File: src/design/ccs_pkg.sv
`timescale 1ns / 1ps
// ----------------------------------------------------------------------------
// ccs_pkg
// Shared types, constants and functions for the circle center projector.
// ----------------------------------------------------------------------------
package ccs_pkg;

    localparam int CORDIC_STEPS_DEF = 16;
    localparam int ATAN_ENTRIES     = 24;
    localparam int HORNER_STAGES    = 3;
    localparam int FIFO_DEPTH       = 4;

    localparam logic [31:0] CORDIC_GAIN_Q30 = 32'd652032874;

    localparam logic [2:0] REG_TERM_COUNT = 3'd0;
    localparam logic [2:0] REG_COEFF_A    = 3'd1;
    localparam logic [2:0] REG_COEFF_B    = 3'd2;
    localparam logic [2:0] REG_COEFF_C    = 3'd3;
    localparam logic [2:0] REG_COEFF_D    = 3'd4;
    localparam logic [2:0] REG_RADIUS     = 3'd5;

    typedef struct packed {
        logic signed [31:0] view_x;
        logic signed [31:0] view_y;
        logic [15:0]        angle;
        logic signed [31:0] mean_range;
        logic [15:0]        mean_bearing;
        logic [31:0]        stamp;
        logic [2:0]         terms;
        logic signed [31:0] coeff_a;
        logic signed [31:0] coeff_b;
        logic signed [31:0] coeff_c;
        logic signed [31:0] coeff_d;
        logic [30:0]        radius;
        logic               valid;
    } t_job;

    typedef struct packed {
        logic signed [31:0] center_x;
        logic signed [31:0] center_y;
        logic signed [31:0] center_range;
        logic [15:0]        center_bearing;
        logic [31:0]        center_stamp;
        logic [30:0]        radius_out;
        logic               result_valid;
    } t_result;

    function automatic logic [31:0] atan_turns(input logic [4:0] idx);
        logic [31:0] v;
        case (idx)
            5'd0:  v = 32'd536870912;
            5'd1:  v = 32'd316933406;
            5'd2:  v = 32'd167458907;
            5'd3:  v = 32'd85004756;
            5'd4:  v = 32'd42667331;
            5'd5:  v = 32'd21354465;
            5'd6:  v = 32'd10679838;
            5'd7:  v = 32'd5340245;
            5'd8:  v = 32'd2670163;
            5'd9:  v = 32'd1335087;
            5'd10: v = 32'd667544;
            5'd11: v = 32'd333772;
            5'd12: v = 32'd166886;
            5'd13: v = 32'd83443;
            5'd14: v = 32'd41722;
            5'd15: v = 32'd20861;
            5'd16: v = 32'd10430;
            5'd17: v = 32'd5215;
            5'd18: v = 32'd2608;
            5'd19: v = 32'd1304;
            5'd20: v = 32'd652;
            5'd21: v = 32'd326;
            5'd22: v = 32'd163;
            5'd23: v = 32'd81;
            default: v = 32'd0;
        endcase
        return v;
    endfunction

    function automatic logic signed [31:0] sat32(input logic signed [65:0] v);
        logic signed [31:0] r;
        if (v > 66'sd2147483647)       r = 32'sh7FFFFFFF;
        else if (v < -66'sd2147483648) r = 32'sh80000000;
        else                           r = v[31:0];
        return r;
    endfunction

endpackage

File: src/design/ccs_front.sv
`timescale 1ns / 1ps
// ----------------------------------------------------------------------------
// ccs_front
// Configuration registers; classify each item and queue it as a job.
// ----------------------------------------------------------------------------
module ccs_front (
    input  logic                i_clk,
    input  logic                i_rst_n,
    input  logic                i_cfg_we,
    input  logic [2:0]          i_cfg_index,
    input  logic [31:0]         i_cfg_data,
    input  logic                i_push,
    input  logic signed [31:0]  i_view_x,
    input  logic signed [31:0]  i_view_y,
    input  logic [15:0]         i_view_heading,
    input  logic signed [31:0]  i_mean_range,
    input  logic [15:0]         i_mean_bearing,
    input  logic [31:0]         i_stamp,
    output logic                o_full,
    output logic                o_job_valid,
    output ccs_pkg::t_job       o_job,
    input  logic                i_job_take
);
    import ccs_pkg::*;

    localparam int AW = $clog2(FIFO_DEPTH);

    logic [2:0]         r_terms;
    logic signed [31:0] r_coeff [4];
    logic [30:0]        r_radius;

    t_job               r_mem [FIFO_DEPTH];
    logic [AW:0]        r_wp, r_rp;
    t_job               w_job;
    logic               w_push_ok, w_take_ok;

    always_ff @(posedge i_clk) begin
        if (!i_rst_n) begin
            r_terms    <= 3'd2;
            r_coeff[0] <= 32'sd65536;
            r_coeff[1] <= 32'sd2228;
            r_coeff[2] <= 32'sd0;
            r_coeff[3] <= 32'sd0;
            r_radius   <= 31'd2621;
        end else if (i_cfg_we) begin
            case (i_cfg_index)
                REG_TERM_COUNT: r_terms    <= i_cfg_data[2:0];
                REG_COEFF_A:    r_coeff[0] <= i_cfg_data;
                REG_COEFF_B:    r_coeff[1] <= i_cfg_data;
                REG_COEFF_C:    r_coeff[2] <= i_cfg_data;
                REG_COEFF_D:    r_coeff[3] <= i_cfg_data;
                REG_RADIUS:     r_radius   <= i_cfg_data[30:0];
                default: ;
            endcase
        end
    end

    always_comb begin
        w_job              = '0;
        w_job.view_x       = i_view_x;
        w_job.view_y       = i_view_y;
        w_job.angle        = i_view_heading + i_mean_bearing;
        w_job.mean_range   = i_mean_range;
        w_job.mean_bearing = i_mean_bearing;
        w_job.stamp        = i_stamp;
        w_job.terms        = (r_terms > 3'd4) ? 3'd4 : r_terms;
        w_job.coeff_a      = r_coeff[0];
        w_job.coeff_b      = r_coeff[1];
        w_job.coeff_c      = r_coeff[2];
        w_job.coeff_d      = r_coeff[3];
        w_job.radius       = r_radius;
        w_job.valid        = (r_radius != 31'd0) && (r_terms != 3'd0);
    end

    assign o_full      = (r_wp[AW] != r_rp[AW]) && (r_wp[AW-1:0] == r_rp[AW-1:0]);
    assign o_job_valid = (r_wp != r_rp);
    assign o_job       = r_mem[r_rp[AW-1:0]];
    assign w_push_ok   = i_push && !o_full;
    assign w_take_ok   = i_job_take && o_job_valid;

    always_ff @(posedge i_clk) begin
        if (w_push_ok) r_mem[r_wp[AW-1:0]] <= w_job;
    end

    always_ff @(posedge i_clk) begin
        if (!i_rst_n) begin
            r_wp <= '0;
            r_rp <= '0;
        end else begin
            if (w_push_ok) r_wp <= r_wp + 1'b1;
            if (w_take_ok) r_rp <= r_rp + 1'b1;
        end
    end

    a_cnt: assert property (@(posedge i_clk) disable iff (!i_rst_n)
        (r_wp - r_rp) <= (AW+1)'(FIFO_DEPTH)) else $error("queue count overflow");
    a_full: assert property (@(posedge i_clk) disable iff (!i_rst_n)
        o_full |-> o_job_valid) else $error("full while empty");
    a_hold: assert property (@(posedge i_clk) disable iff (!i_rst_n)
        (o_job_valid && !i_job_take) |=> o_job_valid) else $error("job lost");

endmodule

File: config.mk
export PLATFORM = sky130hd
export DESIGN_NAME = ccs_front
export DESIGN_NICKNAME = d
export VERILOG_FILES = /design/src/design/ccs_pkg.sv /design/src/design/ccs_front.sv
export SDC_FILE = /design/constraint.sdc
export NUM_CORES = 1
export LEC_CHECK = 0
export BUFFER_PORTS_ARGS = -buffer_cell sky130_fd_sc_hd__buf_2
export CORE_ASPECT_RATIO = 0.7
export CORE_UTILIZATION = 45
export CTS_BUF_LIST = sky130_fd_sc_hd__clkbuf_8
export DETAILED_ROUTE_END_ITERATION = 7
export GPL_ROUTABILITY_DRIVEN = 0
export PLACE_DENSITY = 0.64
export SYNTH_ARGS = -nofsm -noshare
export SYNTH_HDL_FRONTEND = slang
export SYNTH_SLANG_ARGS = --single-unit
File: constraint.sdc
create_clock -name i_clk -period 12 [get_ports i_clk]
set_clock_uncertainty 0.15 [all_clocks]
set_input_delay 0.6 -clock i_clk [delete_from_list [all_inputs] [get_ports i_clk]]
set_output_delay 0.6 -clock i_clk [all_outputs]
set_load 0.05 [all_outputs]
# --- Word-level counts from Yosys, hierarchy flattened ---
# Memory sizes are Yosys's and may differ from the RTL's. A register that Yosys moved wholly into a read port is not among the register bits.
# Cells that the tools add are included.
totals:
  regBits: 40
  mem_bits_rw: 1420
  inputBits: 200
  output_inout_bits: 325
  mem_count: 2
mem_list:
  columns: ["name", "words", "word_bits", "read_ports", "rd_ports_with_merged_regs", "write_ports", "line", "text"]
  rows:
  - ["r_mem", 4, 323, 1, 1, 1, "ccs_front.sv:32", "t_job r_mem [FIFO_DEPTH];"]
  - ["r_coeff", 4, 32, 4, 0, 4, "ccs_front.sv:29", "logic signed [31:0] r_coeff [4];"]
op_classes:
  addsub: 3
  order_cmp: 1
  eq_ne: 8
  muxes: 26
  bitwise: 4
  n_reduce_logical: 10
ops:
  columns: ["operator", "n"]
  rows:
  - ["two-way mux 32 bit", 4]
  - ["nonzero test 31 bit", 1]
  - ["two-way mux 1 bit", 19]
  - ["adder 16 bit", 1]
  - ["adder 3 x 1 -> 3 bit, second input constant", 2]
  - ["equality test 3 x 2 -> 1 bit, second input constant", 2]
  - ["equality test 3 bit, second input constant", 2]
  - ["logical AND 1 bit", 4]
  - ["two-way mux 2 bit", 2]
  - ["bitwise OR 1 bit", 4]
  - ["AND reduction 2 bit", 2]
  - ["equality test 3 x 1 -> 1 bit, second input constant", 1]
  - ["> comparator 3 bit, second input constant", 1]
  - ["logical NOT 3 bit", 1]
  - ["two-way mux 3 bit", 1]
  - ["inequality test 3 bit", 1]
  - ["nonzero test 3 bit", 1]
  - ["equality test 2 bit", 1]
  - ["logical NOT 1 bit", 1]
  - ["inequality test 1 bit", 1]

# --- Longest topological paths before layout ---
depth:
  word_depth: 6
  ltp_mapped: 7

# --- Worst setup path before layout ---
# No wires, ideal clock.
synth_path:
  path_kind: "input to register"
  startpoint: "input port i_push"
  endpoint: "memory r_mem[0][0] (netlist bit) (enable)"
  setup_ps: 727
  arrival_time_ps: 8215
  slack_ps: 2909
  stages: 3
  n_path_buf: 0
  cell_sequence: "inv_1 > a31oi_4 > and2_1"
synth_between:
  elab_chain_len: 3
synth_rtl:
  columns: ["element", "line", "text"]
  rows:
  - ["start, declared", "ccs_front.sv:12", "input logic i_push,"]
  - ["logical AND 1 bit", "ccs_front.sv:78", "assign w_push_ok = i_push && !o_full;"]
  - ["two-way mux 1 bit", "ccs_front.sv:82", "if (w_push_ok) r_mem[r_wp[AW-1:0]] <= w_job;"]
  - ["two-way mux 1 bit (not written as such)", "ccs_front.sv:82", null]
  - ["end, declared", "ccs_front.sv:32", null]
# No other way between the ends.

==> impl_metrics.toml <==
[flow_run]
maxCapViolations = 0

[cts]
ctsHoldBuffers = 184
cts_resized = 0
post_cts_buffers = 0
clk_pin_slew_worst_paths_ns = 0.06
h-tree-depth = 4
numCtsBuffers = 209
cts_sinks = 1462
clk_latency_ns = 0.96
cts_buffer_depth = 3
clock-root-buffer = "clkbuf_8"
cts_tree = "done"

[final_layout]
drive_gt1_share_pct = 35.44
final_cells = 4838
fillCellCount = 8924
nets = 3342
syn2layout_area_growth_pct = 18.80
final_area_um2 = 63910
layout_common_cells = "1,420 x edfxtp_1, 524 x buf_2, 323 x mux4_2"
layout_commonest_cell = "edfxtp_1"

[synthesis]
synth-edff-count = 1420
synthCells = 2269
syn_area_per_cell_um2 = 23.71
syn_area_um2 = 53790
ys.flop_type = "edfxtp_1"
synth_warnings = 0
ys_seq_area_share_pct = 80.83
synth_seq_cells = 1462
async_flop_share_pct = 0
ys_types = 50
syn_nets = 2490

[worst_setup_path]
path_common_cell = "buf_4"
cp.required_ns = 11.25
crit_type = "flop to output pin"
critPathSlowestCell = "buf_4"
r2r-start = "r_wp[0]$_SDFFE_PN0N_"
reg2regPathDepth = 5
reg2reg_slack_ns = 8.04
critPathMaxFanout = 71
cp-start-kind = "flop"
crit_arrival_ns = 4.74
crit_chain = "buf_4 -> buf_4 -> mux4_2 -> buf_2"
end_kind = "output pin"
cpPeakStageDelay_ns = 0.95
r2r_end = "r_mem[0][49]$_DFFE_PP_"

[floorplanning]
ios = 525
die_h_um = 291.3
dieArea_um2 = 120900
rows = 105
core_area_um2 = 117800
die_w_um = 415.2
start_util_pct = 45.65

[timing]
final-setup-viol-count = 0
hold_ws_ns = 0.1137
hold_viol = 0
slew_headroom_pct = 18.08
drv_slew = 0
fin_crit_ns = 5.490
max_freq_mhz = 182.1
finalSetupTns_ns = 0
tightest_slew_ns = 1.224
rsz0062_at_grt = "false"
finalCritPeriodShare_pct = 45.75

[worst_hold_path]
min_delay_path_depth = 3
min_from = "i_view_heading[2]"
whs_endpoint = "r_mem[3][245]$_DFFE_PP_"
hp-class = "input port to flop"

[detailed_routing]
drt-pass1-iter-count = 5
wirelength_um = 123800
drtIter0Drc = 2103
detail-route-antenna-nets = 0
viasPerCell = 5.395
vias = 26100
drcViolationCount = 0
wl_per_cell_um = 25.59

[placement]
io_buffers = 524
placedInstanceArea_um2 = 58110
hpwlAfterDp_um = 72890
dp.cells = 4277

[power_and_ir_drop]
p_leak_uw = 0.02148
power_density_nw_per_um2 = 193.9
max-vdd-ir-drop_mv = 0.1207

[global_route]
grt_pass1_vias = 27676
grt_pass1_wl_um = 180800
antenna_found_initial = 15
grt_usage_pct = 20.46
grt_max_degree = 156
grt.overflow.total = 0

[outcome]
status = "complete, no violations"
flip-flops by register name, summed over array words and instances (netlist names), named ones only:
register	count
r_mem	1292
r_coeff	128
r_radius	31
r_rp	3
r_terms	3
r_wp	3
kinds of logic (layout without fill, tap and decap cells):
kind of cell / Yosys count / after routing / synth area share [%]
buf+inv: 103 / 1113 / 1.116
simple gates: 271 / 271 / 2.789
fa+ha+maj: 21 / 21 / 0.5024
flops: 1462 / 1462 / 80.83
xor+xnor: 21 / 21 / 0.3419
mux: 327 / 327 / 13.60
compound gates: 64 / 64 / 0.8211
other cells: 0 / 8 / 0
synthesized netlist by cell type (11+ instances only):
master	n	area, µm²
clkbuf_1	19	71.32
dfxtp_1	42	840.8
a21boi_1	23	172.7
mux4_2	323	7274
ha_1	20	250.2
nand3_1	13	65.06
nand2_1	81	304.0
buf_6	11	123.9
and2_1	128	800.8
edfxtp_1	1420	42640
xnor2_1	12	105.1
a21oi_1	14	70.07
buf_2	45	225.2
buf_4	19	142.6
stage by stage:
stage | setup slack, ns | power, µW | util [%]
4_1_cts | 6.390 | 12540 | 54.21
3_3_place_gp | 7.477 | 8727 | 49.31
6_report | 6.510 | 12390 | 54.23
2_1_floorplan | 2.909 | 8148 | -
5_1_grt | 6.289 | 12830 | 54.22
3_5_place_dp | 7.450 | 8757 | 49.31
where the power goes:
group	switching (µW)	internal, µW
clock	1880	1860
sequential	112	5890
combinational	1860	790
worst max-delay path by stage:
| stage | startpoint | cells after the start | slack [ns] | end |
|---|---|---|---|---|
| floorplan | i_push | 3 | 2.91 | r_mem[0][0]$_DFFE_PP_ |
| global placement | flop | 4 | 7.48 | o_job[59] |
| detailed placement | flop | 4 | 7.45 | o_job[37] |
| CTS | flop | 4 | 6.39 | o_job[37] |
| global route | flop | 4 | 6.29 | o_job[37] |
| finish | flop | 4 | 6.51 | o_job[37] |
per-layer routing:
metal / vias up / routed length, µm / GRT usage [%]
li1: 11187 / - / -
met1: 13786 / 49780 / 26.75
met2: 921 / 62620 / 33.59
met5: - / 10 / 0
met4: 2 / 3195 / 6.883
met3: 204 / 8177 / 5.165
cell type report:
| class | count | area (µm²) | area share [%] |
|---|---|---|---|
| Sequential cell | 1462 | 43490 | 68.05 |
| Inverter | 3 | 11.26 | 0.01762 |
| Tap cell | 1551 | 1941 | 3.037 |
| Antenna cell | 8 | 20.02 | 0.03133 |
| Clock buffer | 220 | 3028 | 4.738 |
| Multi-Input combinational cell | 704 | 9763 | 15.28 |
| Timing Repair Buffer | 741 | 4750 | 7.432 |
| Clock inverter | 149 | 903.4 | 1.414 |
critical path: cells and delay by family, from the launching register on:
| family | cells | cell delay (ns) |
|---|---|---|
| buf+inv | 3 | 2.15 |
| flops | 1 | 0.88 |
| mux | 1 | 0.43 |
Power figures use the tool's default switching activity.
